==> config.mk <==
export PLATFORM = sky130hd
export DESIGN_NAME = gcu_mac
export DESIGN_NICKNAME = d
export VERILOG_FILES = /design/src/sv/gcu_pkg.sv /design/src/sv/gcu_mac.sv
export SDC_FILE = /design/constraint.sdc
export NUM_CORES = 1
export LEC_CHECK = 0
export BUFFER_PORTS_ARGS = -buffer_cell sky130_fd_sc_hd__buf_4
export CORE_UTILIZATION = 45
export DETAILED_ROUTE_END_ITERATION = 7
export PLACE_DENSITY = 0.59
export SLEW_MARGIN = 20
export SYNTH_ARGS = -nofsm -noshare
export SYNTH_HDL_FRONTEND = slang
export SYNTH_SLANG_ARGS = --single-unit
==> constraint.sdc <==
create_clock -name clk -period 8.7 [get_ports clk]
set_input_delay 0.435 -clock clk [delete_from_list [all_inputs] [get_ports clk]]
set_output_delay 0.435 -clock clk [all_outputs]
set_load 0.1 [all_outputs]
==> src/sv/gcu_pkg.sv <==
// ----------------------------------------------------------------------------
// gcu_pkg
// shared types, constants, activation tables and saturation helpers for the
// gated recurrent cell unit step core
// ----------------------------------------------------------------------------
package gcu_pkg;

    localparam int DEF_INPUT_LEN = 64;
    localparam int DEF_UNITS     = 64;

    localparam int FRAC_BITS = 12;
    localparam int ONE       = 1 << FRAC_BITS;
    localparam int DATA_W    = 16;
    localparam int PROD_W    = 33 - FRAC_BITS;
    localparam int ACC_W     = PROD_W + 9;

    typedef enum logic [2:0] {
        CMD_INPUT     = 3'd0,
        CMD_KERNEL    = 3'd1,
        CMD_RECURRENT = 3'd2,
        CMD_BIAS      = 3'd3,
        CMD_RECBIAS   = 3'd4,
        CMD_COMPUTE   = 3'd5,
        CMD_SYNC      = 3'd6,
        CMD_CLEAR     = 3'd7
    } cmd_t;

    typedef struct packed {
        logic clear;
        logic sync;
        logic wr_en;
        logic rd_en;
    } hid_ctrl_t;

    typedef logic signed [DATA_W-1:0] table_t [256];

    // shift and subtract quotient, used only while the tables are built
    function automatic longint unsigned udiv64(longint unsigned n, longint unsigned d);
        longint unsigned q;
        longint unsigned rem;
        q   = '0;
        rem = '0;
        for (int i = 63; i >= 0; i--)
        begin
            rem = (rem << 1) | 64'(n[i]);
            if (rem >= d)
            begin
                rem  = rem - d;
                q[i] = 1'b1;
            end
        end
        return q;
    endfunction

    function automatic table_t build_table(bit tanh_sel);
        longint unsigned ex [257];
        longint unsigned q30;
        longint unsigned p;
        longint unsigned num;
        longint unsigned den;
        longint unsigned q;
        longint unsigned tden;
        longint unsigned tv;
        longint unsigned sv;
        int k;
        int m;
        table_t t;
        q30   = 64'd1 << 30;
        ex[0] = q30;
        for (int i = 1; i <= 256; i++)
        begin
            ex[i] = (ex[i-1] * 64'd1008687095 + (q30 >> 1)) >> 30;
        end
        for (int i = 0; i < 256; i++)
        begin
            k    = i - 128;
            m    = (k < 0) ? -k : k;
            p    = ex[m];
            num  = (k >= 0) ? q30 : p;
            den  = q30 + p;
            q    = ex[2*m];
            tden = q30 + q;
            sv   = udiv64(num * 64'(ONE) * 64'd2 + den, 64'd2 * den);
            tv   = udiv64((q30 - q) * 64'(ONE) * 64'd2 + tden, 64'd2 * tden);
            if (tanh_sel)
            begin
                t[i] = (k < 0) ? -DATA_W'(tv) : DATA_W'(tv);
            end
            else
            begin
                t[i] = DATA_W'(sv);
            end
        end
        return t;
    endfunction

    localparam table_t SIG_TABLE  = build_table(1'b0);
    localparam table_t TANH_TABLE = build_table(1'b1);

    function automatic logic signed [DATA_W-1:0] sat16(logic signed [ACC_W-1:0] v);
        logic signed [DATA_W-1:0] r;
        if (v > 32767)
        begin
            r = 16'sh7fff;
        end
        else if (v < -32768)
        begin
            r = 16'sh8000;
        end
        else
        begin
            r = DATA_W'(v);
        end
        return r;
    endfunction

    function automatic logic [7:0] lut_index(logic signed [DATA_W-1:0] x);
        logic signed [20:0] t;
        t = 21'(x) + 21'(8 * ONE);
        if (t < 0)
        begin
            t = '0;
        end
        if (t > 16 * ONE - 1)
        begin
            t = 21'(16 * ONE - 1);
        end
        return 8'(t >>> (FRAC_BITS - 4));
    endfunction

endpackage

==> src/sv/gcu_mac.sv <==
// ----------------------------------------------------------------------------
// gcu_mac
// shared multiplier with round-half-up rescale and a registered product
// ----------------------------------------------------------------------------
module gcu_mac
    import gcu_pkg::*;
(
    input  logic                     clk,
    input  logic                     en,
    input  logic signed [DATA_W-1:0] a,
    input  logic signed [DATA_W-1:0] b,
    output logic signed [PROD_W-1:0] prod
);

    localparam int HALF = ONE / 2;

    logic signed [31:0] mul;
    logic signed [32:0] rounded;
    logic signed [PROD_W-1:0] prod_reg;

    always_comb
    begin
        mul     = a * b;
        rounded = 33'(mul) + 33'(HALF);
    end

    always_ff @(posedge clk)
    begin
        if (en)
        begin
            prod_reg <= PROD_W'(rounded >>> FRAC_BITS);
        end
    end

    assign prod = prod_reg;

endmodule

==> summary.md <==
| Metric | Value |
|---|---|
| Share of synthesized registers carrying an async set or reset | `0` |
| # hold bufs at CTS | `0` |
| Core area | `22850 µm²` |
| Total gr overflow | `0` |
| Cell count after synthesis | `1117` |
| Fin. max-slew vios | `0` |
| I/O pin count | `55` |
| Most common cell after layout, fill and taps aside | `inv_1` |
| Worst-margin pin slew | `582.8 ps` |
| Largest register FFs | `21` |
| Final ANT Viol Nets | `0` |
| 1st-iter DRT viols | `335` |
| Largest net degree at the start of global routing | `22` |
| Seq/Total Area, Yosys | `0.05974` |
| Status | `finished clean` |
| TritonCTS clock tree | `yes` |
| Die X | `155.2 µm` |
| # clock sinks | `21` |
| Fin. Hold Viols | `0` |
| Final wirelength | `between 20000 and 25000 µm` |
| DIE AREA | `24070 µm²` |
| Post-synth net total | `1496` |
| WP data arrival | `6530 ps` |
| Initial antenna violation count | `0` |
| Detailed-route DRC error count | `0` |
| Clock buffer depth | `2` |
| Synthesis Warnings | `0` |
| First-pass GRT wire length | `42100 µm` |
| Final setup violation count | `0` |
| Slew HR | `0.6110` |
| Syn Area/Cell | `9.450 µm²` |
| Total number of vias | `7346` |
| Reg clk slew, reported paths | `roughly 60 ps` |
| Antenna diodes | `0` |
| IO Port Bufs | `54` |
| Critical path capture point type | `flop` |
| Initial Utilization | `0.4620` |
| Ys flop type | `edfxtp_1` |
| PostCTS Resize Cnt | `0` |
| Crit path max fanout | `16` |
| Root buffer cell | `clkbuf_16` |
| TNS Setup | `0 ps` |
| Area delta synth->final | `6.899%` |
| Post-synthesis cell type count | `52` |
| Die H | `155.2 µm` |
| Crit start category | `primary input` |
| CP Launch Point | `b[1]` |
| Total CTS buffers | `3` |
| H-Tree Depth | `1` |
| Drt wl/cell | `17.17 µm` |
| Vias in the first global route | `8399` |
| Worst min path class | `primary input to flop` |
| Critical Setup Path Class | `primary input to flop` |
| Maxcap violations | `0` |
| TritonRoute pass-1 iters | `4` |
| Yosys reg bits | `21` |
| Crit share post-route | `0.7504` |
| RSZ-0062 raised after global routing | `false` |
| Gr usage total | `0.2293` |
| Commonest non-fill, non-tap cells in the layout | `297 x inv_1, 267 x fa_1, 129 x nand2_1` |
| Final RePlAce weighted congestion | `0.8725` |
| Setup Fix Bufs, Post-CTS | `0` |
| Post-DP HPWL | `20760 µm` |
| Final Critical Period | `roughly 6500 ps` |
| Worst path required time | `between 8000 and 9000 ps` |
| Final net count | `1516` |
| Synthesized area | `~11000 µm²` |
| Vias per cell | `between 5 and 6` |
| Share of cells above drive strength 1 | `0.06338` |
| FMAX | `153.2 MHz` |
| EDFF count, synth | `21` |
| Hold_sp | `en` |
| Std-Cell Rows | `55` |
[per-layer routing]
| layer | vias up | global-route usage | wire [µm] |
|---|---|---|---|
| met5 | - | 0 | 0 |
| met3 | 48 | 0.02535 | 784 |
| met4 | 0 | 0.07261 | 901 |
| met2 | 151 | 0.4213 | 12910 |
| li1 | 3316 | - | - |
| met1 | 3831 | 0.2811 | 10290 |
[worst max-delay path, cell delays in order]
cell	delay (ps)
buf_4	180
nand2_1	120
inv_1	90
fa_1	720
inv_1	110
fa_1	650
inv_1	200
fa_1	450
fa_1	520
fa_1	540
inv_1	50
fa_1	470
inv_1	40
ha_1	390
nand4_1	230
nor4_1	510
nand4b_1	280
o211ai_1	250
a21oi_1	140
xnor2_1	140
[synth_stat cells (all sizes together), types with 4 or more instances]
master	count	area share
a21o	6	0.0044
a21oi	23	0.011
a221oi	4	0.0051
a31oi	4	0.0024
and2	120	0.071
and3	4	0.0025
clkbuf	38	0.014
edfxtp	21	0.060
fa	267	0.51
ha	78	0.092
inv	297	0.11
nand2	130	0.046
nand2b	6	0.0036
nand3	8	0.0043
nand4	4	0.0024
nor2	24	0.0085
nor3	5	0.0024
o211ai	4	0.0033
o21a	4	0.0028
o21ai	14	0.0066
xnor2	20	0.017
xor2	8	0.0066
[final timing paths]
kind  endpoint  slack [ps]  cells after the start
max   prod[20]        2170                     20
min    prod[1]         590                      1
[metrics by stage]
step / instances / worst slack [ps] / hold WS (ps) / utilization / cell area [µm²]
final: 1449 / 2172 / 589.3 / 0.4939 / 11280
after detailed placement: 1445 / 1991 / 861.8 / 0.4904 / 11200
after global routing: 1449 / 1888 / 605.2 / 0.4939 / 11280
after CTS: 1449 / 2254 / 593.0 / 0.4939 / 11280
after global placement: 1445 / 1967 / 860.6 / 0.4904 / 11200
after floorplan: 1117 / 2726 / 547.5 / - / 10560
[final cells by class]
cell class                      instances  area, µm²
Inverter                              297       1115
Fill cell                            2276      11560
Clock buffer                            4      78.83
Multi-Input combinational cell        760       8662
Timing Repair Buffer                   54      405.4
Tap cell                              313      391.6
Sequential cell                        21      630.6
[logic make-up after synthesis]
family                     count (synthesis)  synth area share
adders and majority gates                345            0.5989
xor gates and xnor gates                  28           0.02323
DFF                                       21           0.05974
buffers and inverters                    336            0.1196
and+or+nand+nor                          310            0.1476
AOI/OAI and AO/OA                         77           0.05097
Power is left out: the tool's default activity adds up to more than one toggle a clock period on the data nets, which glitch-free logic cannot reach.
