### src/sv/gcu_pkg.sv
// ----------------------------------------------------------------------------
// gcu_pkg
// shared types, constants, activation tables and saturation helpers for the
// gated recurrent cell unit step core
// ----------------------------------------------------------------------------
package gcu_pkg;

    localparam int DEF_INPUT_LEN = 64;
    localparam int DEF_UNITS     = 64;

    localparam int FRAC_BITS = 12;
    localparam int ONE       = 1 << FRAC_BITS;
    localparam int DATA_W    = 16;
    localparam int PROD_W    = 33 - FRAC_BITS;
    localparam int ACC_W     = PROD_W + 9;

    typedef enum logic [2:0] {
        CMD_INPUT     = 3'd0,
        CMD_KERNEL    = 3'd1,
        CMD_RECURRENT = 3'd2,
        CMD_BIAS      = 3'd3,
        CMD_RECBIAS   = 3'd4,
        CMD_COMPUTE   = 3'd5,
        CMD_SYNC      = 3'd6,
        CMD_CLEAR     = 3'd7
    } cmd_t;

    typedef struct packed {
        logic clear;
        logic sync;
        logic wr_en;
        logic rd_en;
    } hid_ctrl_t;

    typedef logic signed [DATA_W-1:0] table_t [256];

    // shift and subtract quotient, used only while the tables are built
    function automatic longint unsigned udiv64(longint unsigned n, longint unsigned d);
        longint unsigned q;
        longint unsigned rem;
        q   = '0;
        rem = '0;
        for (int i = 63; i >= 0; i--)
        begin
            rem = (rem << 1) | 64'(n[i]);
            if (rem >= d)
            begin
                rem  = rem - d;
                q[i] = 1'b1;
            end
        end
        return q;
    endfunction

    function automatic table_t build_table(bit tanh_sel);
        longint unsigned ex [257];
        longint unsigned q30;
        longint unsigned p;
        longint unsigned num;
        longint unsigned den;
        longint unsigned q;
        longint unsigned tden;
        longint unsigned tv;
        longint unsigned sv;
        int k;
        int m;
        table_t t;
        q30   = 64'd1 << 30;
        ex[0] = q30;
        for (int i = 1; i <= 256; i++)
        begin
            ex[i] = (ex[i-1] * 64'd1008687095 + (q30 >> 1)) >> 30;
        end
        for (int i = 0; i < 256; i++)
        begin
            k    = i - 128;
            m    = (k < 0) ? -k : k;
            p    = ex[m];
            num  = (k >= 0) ? q30 : p;
            den  = q30 + p;
            q    = ex[2*m];
            tden = q30 + q;
            sv   = udiv64(num * 64'(ONE) * 64'd2 + den, 64'd2 * den);
            tv   = udiv64((q30 - q) * 64'(ONE) * 64'd2 + tden, 64'd2 * tden);
            if (tanh_sel)
            begin
                t[i] = (k < 0) ? -DATA_W'(tv) : DATA_W'(tv);
            end
            else
            begin
                t[i] = DATA_W'(sv);
            end
        end
        return t;
    endfunction

    localparam table_t SIG_TABLE  = build_table(1'b0);
    localparam table_t TANH_TABLE = build_table(1'b1);

    function automatic logic signed [DATA_W-1:0] sat16(logic signed [ACC_W-1:0] v);
        logic signed [DATA_W-1:0] r;
        if (v > 32767)
        begin
            r = 16'sh7fff;
        end
        else if (v < -32768)
        begin
            r = 16'sh8000;
        end
        else
        begin
            r = DATA_W'(v);
        end
        return r;
    endfunction

    function automatic logic [7:0] lut_index(logic signed [DATA_W-1:0] x);
        logic signed [20:0] t;
        t = 21'(x) + 21'(8 * ONE);
        if (t < 0)
        begin
            t = '0;
        end
        if (t > 16 * ONE - 1)
        begin
            t = 21'(16 * ONE - 1);
        end
        return 8'(t >>> (FRAC_BITS - 4));
    endfunction

endpackage

### src/sv/gcu_hidden.sv
// ----------------------------------------------------------------------------
// gcu_hidden
// current and next hidden vectors with valid bits and a copy sweep for sync
// ----------------------------------------------------------------------------
module gcu_hidden
    import gcu_pkg::*;
#(
    parameter int UNITS = DEF_UNITS,
    localparam int AW = (UNITS > 1) ? $clog2(UNITS) : 1
)
(
    input  logic                     clk,
    input  logic                     rst_n,
    input  hid_ctrl_t                ctrl,
    input  logic [AW-1:0]            rd_addr,
    input  logic [AW-1:0]            wr_addr,
    input  logic signed [DATA_W-1:0] wr_data,
    output logic signed [DATA_W-1:0] rd_data,
    output logic                     busy
);

    logic signed [DATA_W-1:0] cur_mem  [UNITS];
    logic signed [DATA_W-1:0] next_mem [UNITS];
    logic [UNITS-1:0]         cur_valid_reg;
    logic [UNITS-1:0]         next_valid_reg;
    logic                     sweep_active_reg;
    logic                     sweep_wr_reg;
    logic [AW-1:0]            sweep_cnt_reg;
    logic [AW-1:0]            sweep_addr_reg;
    logic signed [DATA_W-1:0] sweep_data_reg;
    logic signed [DATA_W-1:0] rd_raw_reg;
    logic                     rd_ok_reg;

    always_ff @(posedge clk or negedge rst_n)
    begin
        if (!rst_n)
        begin
            cur_valid_reg    <= '0;
            next_valid_reg   <= '0;
            sweep_active_reg <= 1'b0;
            sweep_wr_reg     <= 1'b0;
            sweep_cnt_reg    <= '0;
        end
        else
        begin
            sweep_wr_reg <= sweep_active_reg;
            if (sweep_active_reg)
            begin
                sweep_cnt_reg <= sweep_cnt_reg + 1'b1;
                if (sweep_cnt_reg == AW'(UNITS - 1))
                begin
                    sweep_active_reg <= 1'b0;
                end
            end
            if (ctrl.clear)
            begin
                cur_valid_reg  <= '0;
                next_valid_reg <= '0;
            end
            else
            begin
                if (ctrl.sync)
                begin
                    cur_valid_reg    <= next_valid_reg;
                    sweep_active_reg <= 1'b1;
                    sweep_cnt_reg    <= '0;
                end
                if (ctrl.wr_en)
                begin
                    next_valid_reg[wr_addr] <= 1'b1;
                end
            end
        end
    end

    // next vector: written by compute, read by the copy sweep
    always_ff @(posedge clk)
    begin
        if (ctrl.wr_en)
        begin
            next_mem[wr_addr] <= wr_data;
        end
        if (sweep_active_reg)
        begin
            sweep_data_reg <= next_mem[sweep_cnt_reg];
            sweep_addr_reg <= sweep_cnt_reg;
        end
    end

    // current vector: written by the copy sweep, read by compute
    always_ff @(posedge clk)
    begin
        if (sweep_wr_reg)
        begin
            cur_mem[sweep_addr_reg] <= sweep_data_reg;
        end
        if (ctrl.rd_en)
        begin
            rd_raw_reg <= cur_mem[rd_addr];
            rd_ok_reg  <= cur_valid_reg[rd_addr];
        end
    end

    assign rd_data = rd_ok_reg ? rd_raw_reg : '0;
    assign busy    = sweep_active_reg | sweep_wr_reg;

endmodule
### config.mk
export PLATFORM = sky130hd
export DESIGN_NAME = gcu_hidden
export DESIGN_NICKNAME = d
export VERILOG_FILES = /design/src/sv/gcu_pkg.sv /design/src/sv/gcu_hidden.sv
export SDC_FILE = /design/constraint.sdc
export NUM_CORES = 2
export LEC_CHECK = 0
export BUFFER_PORTS_ARGS = -buffer_cell sky130_fd_sc_hd__buf_2
export CELL_PAD_IN_SITES_DETAIL_PLACEMENT = 0
export CELL_PAD_IN_SITES_GLOBAL_PLACEMENT = 1
export CORE_AREA = 2 2 414 416
export DETAILED_ROUTE_END_ITERATION = 8
export DIE_AREA = 0 0 416 418
export PLACE_DENSITY_LB_ADDON = 0.1
export SETUP_SLACK_MARGIN = 0.4
export SKIP_LAST_GASP = 1
export SYNTH_ARGS = -nofsm -noshare
export SYNTH_HDL_FRONTEND = slang
export SYNTH_SLANG_ARGS = --single-unit
### constraint.sdc
create_clock -name clk -period 2.05 [get_ports clk]
set_input_delay 0.41 -clock clk [delete_from_list [all_inputs] [get_ports clk]]
set_output_delay 0.41 -clock clk [all_outputs]
set_load 0.02 [all_outputs]
==> flow_summary.json <==
{
  "fmax_mhz": 391,
  "power.density_nw_per_um2": 1100,
  "num_vias": 43800,
  "io_pins": 51,
  "io_buffers": 50,
  "reg_top3": "cur_mem x1024, next_mem x1024",
  "rr_worst_depth": 7,
  "slew_viol_final": 0,
  "numCtsBuffers": 221,
  "rsz0062_at_grt": "true",
  "grt_max_degree": 72,
  "row_count": 151,
  "synth-seq-cells": 2223,
  "clock_skew_ps": 30.0,
  "grt_antenna_before_repair": 8,
  "htreeDepth": 4,
  "grt_overflow": 0,
  "drt_wl_total_um": 228000,
  "crit_type": "register to register",
  "gp_congestion": 0.863,
  "vdd_drop_max_mv": 1.37,
  "maxSlewHeadroom": 0.410,
  "postSynthAreaPerCell_um2": 21.1,
  "status": "finished with violations",
  "yosysMostFrequentCell": "edfxtp_1",
  "syn-cell-area_um2": 85900,
  "start_util": 0.508,
  "violations": "setup timing",
  "yosysSeqAreaShare": 0.769,
  "first_pass_iters": 6,
  "dp_hpwl_um": 140000,
  "avgViaCountPerCell": 6.06,
  "finalSetupViolations": 171,
  "worstMarginPinSlew_ps": 884,
  "synth_cell_type_count": 56,
  "die_w_um": 416,
  "critPathLaunch": "sweep_cnt_reg[0]",
  "layout-drive-gt1-share": 0.367,
  "async_reset_ff_frac": 0.0612,
  "timing.reg2reg.setup_slack_ps": -510,
  "ant_nets": 0,
  "end_kind": "register",
  "setup_slack_ps": -510,
  "cap_violations": 0,
  "leakagePower_nw": 35.5,
  "syn_nets": 4100,
  "yosysWarnings": 0,
  "hold_viol": 0,
  "clk_pin_slew_ps": 60,
  "critical_path.max_fanout": 6,
  "wl_per_cell_um": 31.5,
  "clkSinkCount": 2223,
  "syn-instance-count": 4065,
  "fin_tns_setup_ps": -13090,
  "r2r_end": "sweep_data_reg[2]",
  "finalCritPeriodShare": 1.25,
  "synth_top_area_frac": 0.730,
  "ys_top_cells_by_count": "edfxtp_1 (2087), mux4_2 (464), nor2_1 (336)",
  "die_y_um": 418,
  "fin_crit_ps": 2560,
  "detail_route.iter0.violations": 4760,
  "grtUsageTotal": 0.263,
  "cts_tree": "built",
  "yosys-top-cells-area": "edfxtp_1 (73%), mux4_2 (12%), dfrtp_1 (4.0%)",
  "drc": 0,
  "syn_to_final_growth_pct": 23.1,
  "cts_max_path_buffers": 3,
  "core_area_um2": 169000,
  "clock_latency_ps": 870,
  "dp_cells": 6691,
  "fin_cells": 7234,
  "ys.flop_type": "edfxtp_1",
  "critPathLaunchType": "register",
  "cts_root_buf": "clkbuf_16",
  "die_area_um2": 174000,
  "grt_pass1_vias": 43700,
  "worstSetupEndpoint": "sweep_data_reg[2]",
  "final_nets": 4860,
  "yosys.area.top_type": "edfxtp_1",
  "post-route-util": 0.625,
  "crit-reg2reg-launch": "sweep_cnt_reg[0]",
  "grt_pass1_wl_um": 323000,
  "arrival_ps": 3160,
  "hold_class": "primary input to asynchronous set/reset pin",
  "crit_required_ps": 2650,
  "synth-edff-count": 2087
}
-- cells in the final DEF, fill, tap and decap left out, drive strengths merged, types with 58 or more instances in the layout --
cell type  netlist  final
dfrtp          136    136
clkinv           0    112
mux4           464    464
clkbuf         107    280
buf            121    747
a22oi           87     87
mux2i          330    330
a21oi           58     58
nor2           336    336
edfxtp        2087   2087
-- cells by family after synthesis --
group,synth area share
flops,0.769
mux,0.163
simple gates,0.0251
compound gates,0.0268
buf+inv,0.0155
xor+xnor,0.000510
fa+ha+maj,0.000146
-- area by class of cell --
cell class	count	area [µm²]
clock inverter	142	1260
multi-input combinational	1610	20000
fill	11600	63400
timing repair buffer	765	9790
antenna	2	5.00
sequential	2223	66100
inverter	4	15.0
clock buffer	270	5790
tap	2218	2780
-- where the power goes --
part,internal (W),leakage (nW),switching [W]
clock,0.0223,3.45,0.0171
sequential,0.0542,20.7,0.000539
combinational,0.00851,11.3,0.0134
total,0.0851,35.5,0.0310
-- worst min-delay path by stage --
stage                      from                  to  slack (ps)  cells after the start
floorplan                 rst_n    cur_valid_reg[0]         110                      0
global placement          rst_n  next_valid_reg[38]         380                      1
detailed placement        rst_n  next_valid_reg[38]         390                      1
CTS                     ctrl[2]    cur_valid_reg[2]           7                      3
global route        wr_data[13]    next_mem[63][13]          50                      2
finish                    rst_n  next_valid_reg[38]          60                      2
-- what timing repair did --
| item | 4_1_cts | 5_1_grt |
|---|---|---|
| gates cloned | 31 | 6 |
| hold buffers | 6 | 0 |
| gates resized for setup | 242 | 69 |
| setup endpoints to repair | 1052 | 1062 |
| hold endpoints to repair | 192 | 0 |
| buffers inserted | 52 | 34 |
| pin swaps | 44 | 30 |
-- through the flow --
stage               hold WS (ps)  setup WS [ps]  area (µm²)  power, W
floorplan                    114          -62.1       86800    0.0649
global placement             384          -1140       95600    0.0753
detailed placement           387          -1260       95600    0.0757
CTS                         7.15           -471      105000     0.116
global route                47.5           -527      106000     0.119
finish                      57.1           -510      106000     0.116
-- worst max-delay path, cell delays in order (launching register included) --
cell	delay, ps
dfrtp_4	530
buf_12	190
buf_12	140
buf_12	120
mux4_2	550
o211ai_1	270
nand3_2	210
a32o_1	280
-- routing by layer --
metal	up-vias	GRT usage	share of wire
li1	18400	-	-
met1	23600	0.371	0.41
met2	1503	0.432	0.50
met3	282	0.0380	0.062
met4	6	0.0762	0.027
met5	-	0	0.00018
No activity file was read; power rests on OpenSTA's default activity.
